File: src/hdl/assert_macros.svh
// Assertion macros used by the top level of the probe table.
// Depends on nothing; define NO_ASSERTIONS to compile the checks out.
`ifndef ASSERT_MACROS_SVH
`define ASSERT_MACROS_SVH
`ifndef NO_ASSERTIONS
// same-cycle implication, clocked on clk, off during reset
`define ASSERT_IMPL(label, ante, cons) \
  label: assert property (@(posedge clk) disable iff (!rst_n) (ante) |-> (cons)) \
    else $error("assertion failed");
// next-cycle implication, clocked on clk, off during reset
`define ASSERT_NEXT(label, ante, cons) \
  label: assert property (@(posedge clk) disable iff (!rst_n) (ante) |=> (cons)) \
    else $error("assertion failed");
`else
`define ASSERT_IMPL(label, ante, cons)
`define ASSERT_NEXT(label, ante, cons)
`endif
`endif

File: src/hdl/bpt_pkg.sv
// Types and constants of the breakpoint probe table.
// Used by the top level and the testbench; depends on nothing.
package bpt_pkg;

  localparam int SLOT_COUNT_DEF = 32;
  localparam int SLOT_FIELD_W   = 5;
  localparam logic [7:0] ARM_BYTE = 8'hCC;

  typedef enum logic [1:0] {
    CMD_REGISTER   = 2'd0,
    CMD_UNREGISTER = 2'd1,
    CMD_HIT        = 2'd2,
    CMD_STEP       = 2'd3
  } cmd_t;

  typedef enum logic [1:0] {
    ST_OK      = 2'd0,
    ST_DUP     = 2'd1,
    ST_FULL    = 2'd2,
    ST_NOMATCH = 2'd3
  } status_t;

  typedef enum logic [1:0] {
    TRAP_NONE  = 2'd0,
    TRAP_SET   = 2'd1,
    TRAP_CLEAR = 2'd2
  } trap_t;

  typedef struct packed {
    logic [1:0]  cmd;
    logic [31:0] address;
    logic [7:0]  original_byte;
    logic        has_pre;
    logic        has_post;
  } in_item_t;

  typedef struct packed {
    logic [1:0]              status;
    logic [SLOT_FIELD_W-1:0] slot;
    logic [31:0]             target_address;
    logic                    patch_valid;
    logic [7:0]              patch_byte;
    logic                    call_pre;
    logic                    call_post;
    logic [1:0]              trap_action;
  } out_item_t;

  // one table entry as held in the slot memory
  typedef struct packed {
    logic [31:0] address;
    logic [7:0]  restore_byte;
    logic        pre_present;
    logic        post_present;
  } slot_ent_t;

  localparam int ENT_W = $bits(slot_ent_t);

endpackage

File: src/hdl/bpt_ram.sv
// Generic simple dual-port RAM: one write port, one read port, registered read.
// Depends on nothing.
module bpt_ram #(
  parameter int WIDTH = 8,
  parameter int DEPTH = 32
) (
  input  logic                                   clk,
  input  logic                                   we,
  input  logic [(DEPTH > 1 ? $clog2(DEPTH) : 1)-1:0] waddr,
  input  logic [WIDTH-1:0]                       wdata,
  input  logic                                   re,
  input  logic [(DEPTH > 1 ? $clog2(DEPTH) : 1)-1:0] raddr,
  output logic [WIDTH-1:0]                       rdata
);

  logic [WIDTH-1:0] mem [DEPTH];

  always_ff @(posedge clk) begin
    if (we) begin
      mem[waddr] <= wdata;
    end
    if (re) begin
      rdata <= mem[raddr];
    end
  end

endmodule

File: src/hdl/breakpoint_probe_table_top.sv
// Breakpoint probe table: slot payload in bpt_ram, valid/stepping bits in flops.
// Flow: an accepted command walks the slot memory lowest slot first, one read per
// cycle, stops at the first match or the last slot, then a finish state forms the
// result in the output register. A new command is taken only when idle; start is
// taken again in the cycle out_strobe is high. The receiver cannot stall.
// Reset (rst_n, synchronous): clears valid and stepping bits; no clearing pass.
`include "assert_macros.svh"

module breakpoint_probe_table_top #(
  parameter int SLOT_COUNT = bpt_pkg::SLOT_COUNT_DEF
) (
  input  logic                clk,
  input  logic                rst_n,
  input  logic                start,
  output logic                busy,
  input  bpt_pkg::in_item_t   in_data,
  output logic                out_strobe,
  output bpt_pkg::out_item_t  out_data
);
  import bpt_pkg::*;

  localparam int IW = (SLOT_COUNT > 1) ? $clog2(SLOT_COUNT) : 1;
  localparam int CW = $clog2(SLOT_COUNT + 1);

  typedef enum logic [2:0] {
    S_IDLE = 3'b001,
    S_SCAN = 3'b010,
    S_FIN  = 3'b100
  } state_t;

  state_t                state_r, state_nxt;
  logic [CW-1:0]         idx_r, idx_nxt;
  logic                  cmp_v_r, cmp_v_nxt;
  logic [IW-1:0]         cmp_idx_r, cmp_idx_nxt;
  logic                  found_r, found_nxt;
  logic [IW-1:0]         hit_idx_r, hit_idx_nxt;
  slot_ent_t             hit_data_r, hit_data_nxt;
  in_item_t              item_r, item_nxt;
  logic [31:0]           key_r, key_nxt;
  logic [SLOT_COUNT-1:0] valid_r, valid_nxt;
  logic [SLOT_COUNT-1:0] stepping_r, stepping_nxt;
  logic                  out_strobe_r, out_strobe_nxt;
  out_item_t             out_data_r, out_data_nxt;

  logic                  ram_we, ram_re;
  logic [IW-1:0]         ram_waddr;
  slot_ent_t             ram_wdata, ram_rdata;
  logic [ENT_W-1:0]      ram_rdata_raw;
  logic                  match;
  logic [IW-1:0]         free_idx;
  logic                  table_full;

  bpt_ram #(
    .WIDTH (ENT_W),
    .DEPTH (SLOT_COUNT)
  ) u_slot_ram (
    .clk   (clk),
    .we    (ram_we),
    .waddr (ram_waddr),
    .wdata (ram_wdata),
    .re    (ram_re),
    .raddr (idx_r[IW-1:0]),
    .rdata (ram_rdata_raw)
  );

  assign ram_rdata = slot_ent_t'(ram_rdata_raw);

  // lowest free slot
  always_comb begin
    free_idx = '0;
    for (int i = SLOT_COUNT - 1; i >= 0; i--) begin
      if (!valid_r[i]) begin
        free_idx = IW'(i);
      end
    end
  end
  assign table_full = &valid_r;

  assign ram_re = (state_r == S_SCAN) && (idx_r != CW'(SLOT_COUNT));

  always_comb begin
    match = 1'b0;
    if (cmp_v_r && valid_r[cmp_idx_r]) begin
      if (cmd_t'(item_r.cmd) == CMD_STEP) begin
        match = stepping_r[cmp_idx_r];
      end else begin
        match = (ram_rdata.address == key_r);
      end
    end
  end

  always_comb begin
    state_nxt      = state_r;
    idx_nxt        = idx_r;
    cmp_v_nxt      = cmp_v_r;
    cmp_idx_nxt    = cmp_idx_r;
    found_nxt      = found_r;
    hit_idx_nxt    = hit_idx_r;
    hit_data_nxt   = hit_data_r;
    item_nxt       = item_r;
    key_nxt        = key_r;
    valid_nxt      = valid_r;
    stepping_nxt   = stepping_r;
    out_strobe_nxt = 1'b0;
    out_data_nxt   = out_data_r;
    ram_we         = 1'b0;
    ram_waddr      = free_idx;
    ram_wdata      = {item_r.address, item_r.original_byte, item_r.has_pre, item_r.has_post};

    unique case (state_r)
      S_IDLE: begin
        if (start) begin
          item_nxt  = in_data;
          key_nxt   = (cmd_t'(in_data.cmd) == CMD_HIT) ? in_data.address - 32'd1
                                                       : in_data.address;
          idx_nxt   = '0;
          cmp_v_nxt = 1'b0;
          found_nxt = 1'b0;
          state_nxt = S_SCAN;
        end
      end
      S_SCAN: begin
        cmp_v_nxt   = ram_re;
        cmp_idx_nxt = idx_r[IW-1:0];
        if (ram_re) begin
          idx_nxt = idx_r + CW'(1);
        end
        if (match) begin
          found_nxt    = 1'b1;
          hit_idx_nxt  = cmp_idx_r;
          hit_data_nxt = ram_rdata;
          state_nxt    = S_FIN;
        end else if (cmp_v_r && cmp_idx_r == IW'(SLOT_COUNT - 1)) begin
          state_nxt = S_FIN;
        end
      end
      S_FIN: begin
        out_strobe_nxt = 1'b1;
        out_data_nxt   = '0;
        state_nxt      = S_IDLE;
        unique case (cmd_t'(item_r.cmd))
          CMD_REGISTER: begin
            if (found_r) begin
              out_data_nxt.status = ST_DUP;
            end else if (table_full) begin
              out_data_nxt.status = ST_FULL;
            end else begin
              ram_we                        = 1'b1;
              valid_nxt[free_idx]           = 1'b1;
              stepping_nxt[free_idx]        = 1'b0;
              out_data_nxt.slot             = SLOT_FIELD_W'(free_idx);
              out_data_nxt.target_address   = item_r.address;
              out_data_nxt.patch_valid      = 1'b1;
              out_data_nxt.patch_byte       = ARM_BYTE;
            end
          end
          CMD_UNREGISTER: begin
            if (!found_r) begin
              out_data_nxt.status = ST_NOMATCH;
            end else begin
              valid_nxt[hit_idx_r]        = 1'b0;
              out_data_nxt.slot           = SLOT_FIELD_W'(hit_idx_r);
              out_data_nxt.target_address = hit_data_r.address;
              out_data_nxt.patch_valid    = 1'b1;
              out_data_nxt.patch_byte     = hit_data_r.restore_byte;
            end
          end
          CMD_HIT: begin
            if (!found_r) begin
              out_data_nxt.status = ST_NOMATCH;
            end else begin
              stepping_nxt[hit_idx_r]     = 1'b1;
              out_data_nxt.slot           = SLOT_FIELD_W'(hit_idx_r);
              out_data_nxt.target_address = hit_data_r.address;
              out_data_nxt.patch_valid    = 1'b1;
              out_data_nxt.patch_byte     = hit_data_r.restore_byte;
              out_data_nxt.call_pre       = hit_data_r.pre_present;
              out_data_nxt.trap_action    = TRAP_SET;
            end
          end
          CMD_STEP: begin
            if (!found_r) begin
              out_data_nxt.status = ST_NOMATCH;
            end else begin
              stepping_nxt[hit_idx_r]     = 1'b0;
              out_data_nxt.slot           = SLOT_FIELD_W'(hit_idx_r);
              out_data_nxt.target_address = hit_data_r.address;
              out_data_nxt.patch_valid    = 1'b1;
              out_data_nxt.patch_byte     = ARM_BYTE;
              out_data_nxt.call_post      = hit_data_r.post_present;
              out_data_nxt.trap_action    = TRAP_CLEAR;
            end
          end
          default: begin
            out_data_nxt.status = ST_NOMATCH;
          end
        endcase
      end
      default: begin
        state_nxt = S_IDLE;
      end
    endcase
  end

  always_ff @(posedge clk) begin
    if (!rst_n) begin
      state_r      <= S_IDLE;
      cmp_v_r      <= 1'b0;
      found_r      <= 1'b0;
      valid_r      <= '0;
      stepping_r   <= '0;
      out_strobe_r <= 1'b0;
    end else begin
      state_r      <= state_nxt;
      cmp_v_r      <= cmp_v_nxt;
      found_r      <= found_nxt;
      valid_r      <= valid_nxt;
      stepping_r   <= stepping_nxt;
      out_strobe_r <= out_strobe_nxt;
    end
  end

  always_ff @(posedge clk) begin
    idx_r      <= idx_nxt;
    cmp_idx_r  <= cmp_idx_nxt;
    hit_idx_r  <= hit_idx_nxt;
    hit_data_r <= hit_data_nxt;
    item_r     <= item_nxt;
    key_r      <= key_nxt;
    out_data_r <= out_data_nxt;
  end

  assign busy       = (state_r != S_IDLE);
  assign out_strobe = out_strobe_r;
  assign out_data   = out_data_r;

  `ASSERT_NEXT(a_accept_busy, start && !busy, busy)
  `ASSERT_NEXT(a_fin_strobe, state_r == S_FIN, out_strobe && !busy)
  `ASSERT_NEXT(a_single_beat, out_strobe, !out_strobe)
  `ASSERT_IMPL(a_fail_quiet, out_strobe && out_data.status != ST_OK,
               !out_data.patch_valid && out_data.trap_action == TRAP_NONE)

endmodule

File: config.mk
export PLATFORM = sky130hd
export DESIGN_NAME = breakpoint_probe_table_top
export DESIGN_NICKNAME = d
export VERILOG_FILES = /design/src/hdl/bpt_pkg.sv /design/src/hdl/bpt_ram.sv /design/src/hdl/breakpoint_probe_table_top.sv
export VERILOG_INCLUDE_DIRS = /design/src /design/src/hdl
export SDC_FILE = /design/constraint.sdc
export NUM_CORES = 2
export LEC_CHECK = 0
export BUFFER_PORTS_ARGS = -buffer_cell sky130_fd_sc_hd__buf_2
export CORE_MARGIN = 2
export CORE_UTILIZATION = 45
export CTS_BUF_LIST = sky130_fd_sc_hd__clkbuf_4
export CTS_CLUSTER_SIZE = 30
export DETAILED_ROUTE_END_ITERATION = 8
export GPL_TIMING_DRIVEN = 0
export PLACE_DENSITY = 0.63
export SLEW_MARGIN = 20
export SYNTH_ARGS = -nofsm -noshare
export SYNTH_HDL_FRONTEND = slang
export SYNTH_SLANG_ARGS = --single-unit
File: constraint.sdc
create_clock -name clk -period 14.5 [get_ports clk]
set_input_delay 0.725 -clock clk [delete_from_list [all_inputs] [get_ports clk]]
set_output_delay 0.725 -clock clk [all_outputs]
set_load 0.02 [all_outputs]
=== Word-level counts from Yosys, hierarchy flattened ===
Memory sizes are Yosys's and may differ from the RTL's. A register that Yosys moved wholly into a read port is not among the register bits.
Cells that the tools add are included.

* Add/subtract/negate cells: 2
* Order comparisons: 5
* Equality and inequality tests: 20
* Multiplexer cells: 82
* Bitwise logic cells: 7
* Reductions and logical operators: 20

{| class="wikitable"
|+ Operators with widths
! kind !! count
|-
| $mux W32 || 8
|-
| $pmux W48 S4 || 1
|-
| $mux W46 || 4
|-
| $mux W5 || 32
|-
| $and A32 B32 Y32 || 3
|-
| $pmux W32 S3 || 1
|-
| $not A32 Y32 || 2
|-
| $or A32 B32 Y32 || 2
|-
| $pmux W32 S2 || 1
|-
| $mux W47 || 1
|-
| $eq A32 B32 Y1 || 1
|-
| $reduce_and A32 Y1 || 1
|-
| $sub A32 B1 Y32 const B || 1
|-
| $lt A5 B6 Y1 const B || 3
|-
| $mux W1 || 16
|-
| $ne A2 B2 Y1 const B || 8
|-
| $mux W6 || 2
|-
| $pmux W6 S2 || 1
|-
| $reduce_and A2 Y1 || 6
|-
| $bmux W1 S5 || 2
|-
| $demux W1 S5 || 2
|-
| $ge A5 B1 Y1 const B || 2
|-
| $mux W3 || 3
|-
| $mux W2 || 4
|-
| 20 further kinds || 29
|}

* Register bits: 256
* Memory bits (writable): 1344
* Output and inout bits: 54
* Word-level logic and storage cells: 164
* Memories kept: 1

{| class="wikitable"
|+ Memories
! memory !! depth !! width !! rd ports !! clocked after Yosys merged registers in !! write ports !! line !! RTL
|-
| u_slot_ram.mem || 32 || 42 || 1 || 1 || 1 || bpt_ram.sv:16 || <nowiki>logic [WIDTH-1:0] mem [DEPTH];</nowiki>
|}

=== Longest topological paths before layout ===
* Depth in word-level cells: 41
* Gate-level depth with buffers: 9

=== Modules after synthesis ===
Synthesis repeated with hierarchy kept, for this count alone.

* Cells, all modules: 3874
* Area, all modules: 64918.5 sq um

{| class="wikitable"
|+ Modules (own cells, without submodules)
! module !! times used !! cells each !! area each (sq um)
|-
| bpt_ram || 1 || 2953 || 53608.9
|-
| breakpoint_probe_table_top || 1 || 921 || 11309.6
|}

=== Worst setup path before layout ===
No wires, ideal clock.

* Kind: reg2reg
* From: register state_r[1]
* To: memory u_slot_ram.mem[1][0] (netlist name) (enable)
* Arrival time: 9557 ps
* Required time: 13951 ps
* Path slack: 4393 ps
* Cell stages (with the launch flop): 4
* Buffers on the path: 0
* Cell sequence: dfxtp_1 > nor3b_1 > nand2_1 > nor4_1

* Word-level cells in the longest chain between the ends: 4

{| class="wikitable"
|+ RTL lines
! what !! line !! RTL
|-
| start: declaration || breakpoint_probe_table_top.sv:31 || <nowiki>state_t state_r, state_nxt;</nowiki>
|-
| start signal: assignment || breakpoint_probe_table_top.sv:214 || <nowiki>state_r <= state_nxt;</nowiki>
|-
| $eq A3 B3 Y1 || breakpoint_probe_table_top.sv:110 || <nowiki>unique case (state_r)</nowiki>
|-
| $mux W1 || breakpoint_probe_table_top.sv:110 ||
|-
| $mux W1 || bpt_ram.sv:19 || <nowiki>if (we) begin</nowiki>
|-
| $mux W1 (not written as such) || bpt_ram.sv:20 || <nowiki>mem[waddr] <= wdata;</nowiki>
|-
| end: declaration || bpt_ram.sv:16 ||
|}

Every way passes these cells.

=== Worst setup path after layout ===
* From: register key_r[25]
* To: register hit_data_r[19] (netlist name) (enable)

* Word-level cells in the longest chain between the ends: 4

{| class="wikitable"
|+ RTL lines
! what !! line !! RTL
|-
| start: declaration || breakpoint_probe_table_top.sv:39 || <nowiki>logic [31:0] key_r, key_nxt;</nowiki>
|-
| start signal: assignment || breakpoint_probe_table_top.sv:229 || <nowiki>key_r <= key_nxt;</nowiki>
|-
| $eq A32 B32 Y1 || breakpoint_probe_table_top.sv:87 || <nowiki>match = (ram_rdata.address == key_r);</nowiki>
|-
| $mux W1 || breakpoint_probe_table_top.sv:84 || <nowiki>if (cmd_t'(item_r.cmd) == CMD_STEP) begin</nowiki>
|-
| $mux W1 || breakpoint_probe_table_top.sv:83 || <nowiki>if (cmp_v_r && valid_r[cmp_idx_r]) begin</nowiki>
|-
| $reduce_and A2 Y1 (no line) || n/a ||
|-
| end signal: assignment || breakpoint_probe_table_top.sv:227 || <nowiki>hit_data_r <= hit_data_nxt;</nowiki>
|-
| end: declaration || breakpoint_probe_table_top.sv:37 || <nowiki>slot_ent_t hit_data_r, hit_data_nxt;</nowiki>
|}

Every way passes these cells.
A chain may end at the register's enable or synchronous reset.

==> results.sh <==
export IMPL_outcome="completed"
export IMPL_grt_max_degree=60
export IMPL_slew_viol_final=0
export IMPL_holdBufCountCts=45
export IMPL_multi_input_area_um2=14600
export IMPL_drv_cap=0
export IMPL_grt_pass1_vias=34600
export IMPL_ff2ff_path_depth=9
export IMPL_grt_pass1_wl_um=257000
export IMPL_fin_total_pwr_w=0.00959
export IMPL_maxSlewHeadroom=0.196
export IMPL_skew_ns=0.109
export IMPL_seqCellArea_um2=48600
export IMPL_synth_area_leaders="edfxtp_1, mux4_2, dfxtp_1"
export IMPL_cts_sinks=1642
export IMPL_cts_tree="done"
export IMPL_synth_nets=3010
export IMPL_crit_type="reg -> reg"
export IMPL_post_cts_buffers=0
export IMPL_synthCells=2960
export IMPL_hold_class="in -> reg"
export IMPL_synth_common_cells="edfxtp_1, mux4_2, clkbuf_1"
export IMPL_async_flop_share=0
export IMPL_worstPathMaxFanout=8
export IMPL_ir_drop_mv=0.103
export IMPL_areaGrowthSynthToFinish_pct=16.7
export IMPL_final_antenna_net_count=0
export IMPL_die_w_um=380
export IMPL_max_clock_path_buffers=4
export IMPL_fin_crit_ns=4.38
export IMPL_rsz0062_at_grt="false"
export IMPL_antenna_found_initial=5
export IMPL_critPathRequiredTime_ns=15.49
export IMPL_place_inst=5061
export IMPL_synth_most_common_cell="edfxtp_1"
export IMPL_setup_viol=0
export IMPL_cts_resized=0
export IMPL_first_iter_violations=4830
export IMPL_yosysWarnings=0
export IMPL_yosysSeqAreaShare=0.763
export IMPL_synth_cell_types=62
export IMPL_syn_avg_cell_area_um2=21.5
export IMPL_synth_top_cell_area_share=0.741
export IMPL_track_usage=0.256
export IMPL_rows=138
export IMPL_fillers=11200
export IMPL_cts_made_buffers=415
export IMPL_dpl_hpwl_um=121000
export IMPL_hold_viol_final=0
export IMPL_worstSetupEndpoint="hit_data_r[19]$_DFFE_PP_"
export IMPL_synth_edf_count=1572
export IMPL_end_kind="register"
export IMPL_regToRegEndpoint="hit_data_r[19]$_DFFE_PP_"
export IMPL_tns_ns=0
export IMPL_power_density_nw_per_um2=129
export IMPL_ff2ff_setup_slack_ns=10.12
export IMPL_post_route_util=0.527
export IMPL_synth_top_flop_cell="edfxtp_1"
export IMPL_ys_ff_latch=1642
export IMPL_cts_htree_levels=5
export IMPL_coreArea_um2=141000
export IMPL_die_height_um=380
export IMPL_crit_path_start_kind="register"
export IMPL_layout_nets=3693
export IMPL_gp_congestion=0.915
export IMPL_reg2reg_from="key_r[25]$_DFFE_PP_"
export IMPL_synth_area_um2=63700
export IMPL_portBuffers=99
export IMPL_p_leak_nw=23.9
export IMPL_drcViolationCount=0
export IMPL_wire_per_inst_um=31.8
export IMPL_fmax_ghz=0.228
export IMPL_final_cell_count_no_fill=5817
export IMPL_vias=35000
export IMPL_yosysTopAreaCell="edfxtp_1"
export IMPL_drive_gt1_frac=0.366
export IMPL_wirelength_um=185000
export IMPL_vias_per_cell=6.02
export IMPL_worst_slew_pin_slew_ns=1.21
export IMPL_clkLatencyLatePin_ns=1.35
export IMPL_period_share=0.302
export IMPL_grt_overflow=0
export IMPL_num_io_pins=101
export IMPL_die_area_um2=145000
export IMPL_initial_core_util=0.452
export IMPL_cp_startpoint="key_r[25]$_DFFE_PP_"
export IMPL_dr_pass1_iters=6
export IMPL_cts_clk_slew_worst_paths_ns=0.07
export IMPL_root_buffer="clkbuf_4"
export IMPL_arrival_ns=5.37
## area by class of cell
type / count / share of cell area
Antenna cell: 8 / 0.000269
Buffer: 159 / 0.00914
Clock buffer: 586 / 0.0592
Clock inverter: 107 / 0.00707
Inverter: 23 / 0.00146
Multi-Input combinational cell: 1136 / 0.196
Sequential cell: 1642 / 0.654
Tap cell: 1890 / 0.0318
Timing Repair Buffer: 266 / 0.0411
## worst max-delay path: stages, from the launching register on
cell      delay (ns)
edfxtp_1        0.45
xor2_1          0.27
nor4_1          0.79
nand3_1         0.17
nor3_1          0.86
a211oi_1        0.28
nor3_2          0.46
buf_4           0.30
buf_4           0.23
buf_4           0.21
## cell families after synthesis
kind of cell | after synthesis | synth area share
mux | 481 | 0.162
simple gates | 344 | 0.0279
buf+inv | 182 | 0.0115
flops | 1642 | 0.763
fa+ha+maj | 3 | 0.000589
xor+xnor | 66 | 0.00907
compound gates | 242 | 0.0268
## sequential cells by signal, indices dropped and copies added (netlist names)
| register | flops |
|---|---|
| stepping_r | 32 |
| hit_idx_r | 5 |
| key_r | 32 |
| state_r | 3 |
| u_slot_ram.mem | 1344 |
| valid_r | 32 |
| u_slot_ram.rdata | 42 |
| cmp_v_r | 1 |
| idx_r | 6 |
| out_strobe | 1 |
| cmp_idx_r | 5 |
| hit_data_r | 42 |
| out_data | 52 |
| item_r | 44 |
| found_r | 1 |
## layout by cell type (no fill, tap or decap), types with 9 or more instances in the layout
cell / count
nor2_4: 23
nor4_1: 14
a31oi_1: 31
clkinv_1: 82
o221ai_1: 18
o22ai_1: 30
clkbuf_1: 86
a21oi_1: 15
edfxtp_1: 1572
buf_12: 43
mux2_2: 42
mux4_2: 434
a21boi_0: 10
nand3_1: 28
and2_1: 19
clkinv_2: 15
xor2_1: 51
nor2_1: 66
nor3_1: 25
o21a_1: 35
buf_2: 155
buf_8: 9
dfxtp_1: 70
buf_4: 31
buf_16: 30
nand2_1: 76
clkbuf_4: 586
a22o_1: 35
nand2b_1: 10
xnor2_1: 15
and3_1: 19
inv_1: 15
o21ai_0: 34
clkbuf_2: 17
dlygate4sd3_1: 45
nand4_1: 11
## how the worst min path moves through the flow
stage | start | end | cells past startpoint
6_report | in_data[4] | item_r[4]$_DFFE_PP_ | 2
5_1_grt | in_data[7] | item_r[7]$_DFFE_PP_ | 2
4_1_cts | in_data[4] | item_r[4]$_DFFE_PP_ | 2
3_5_place_dp | u_slot_ram.rdata[6]$_DFFE_PP_ | hit_data_r[6]$_DFFE_PP_ | 0
3_3_place_gp | u_slot_ram.rdata[2]$_DFFE_PP_ | hit_data_r[2]$_DFFE_PP_ | 0
2_1_floorplan | u_slot_ram.rdata[0]$_DFFE_PP_ | hit_data_r[0]$_DFFE_PP_ | 0
## power breakdown
group / switching (W) / leakage [nW] / internal, W
clock: 0.00183 / 2.97 / 0.00192
sequential: 0.0000682 / 14.8 / 0.00524
combinational: 0.000301 / 6.18 / 0.000234
## per-layer routing
layer | GRT usage | share of wire | vias to the layer above
met4 | 0.0802 | 0.026 | 0
met1 | 0.356 | 0.40 | 18600
met3 | 0.0573 | 0.096 | 289
li1 | - | - | 14100
met2 | 0.405 | 0.48 | 2033
met5 | 0 | 0 | -
## through the flow
stage	cell area (um^2)	worst slack [ns]	hold WS [ns]
after floorplan	63700	4.39	0.400
after global placement	66600	-7.02	0.407
after detailed placement	68800	10.13	0.405
after CTS	74200	10.09	0.00562
after global routing	74400	10.24	0.0269
final	74400	10.12	0.125
(Power assumes the default switching activity.)
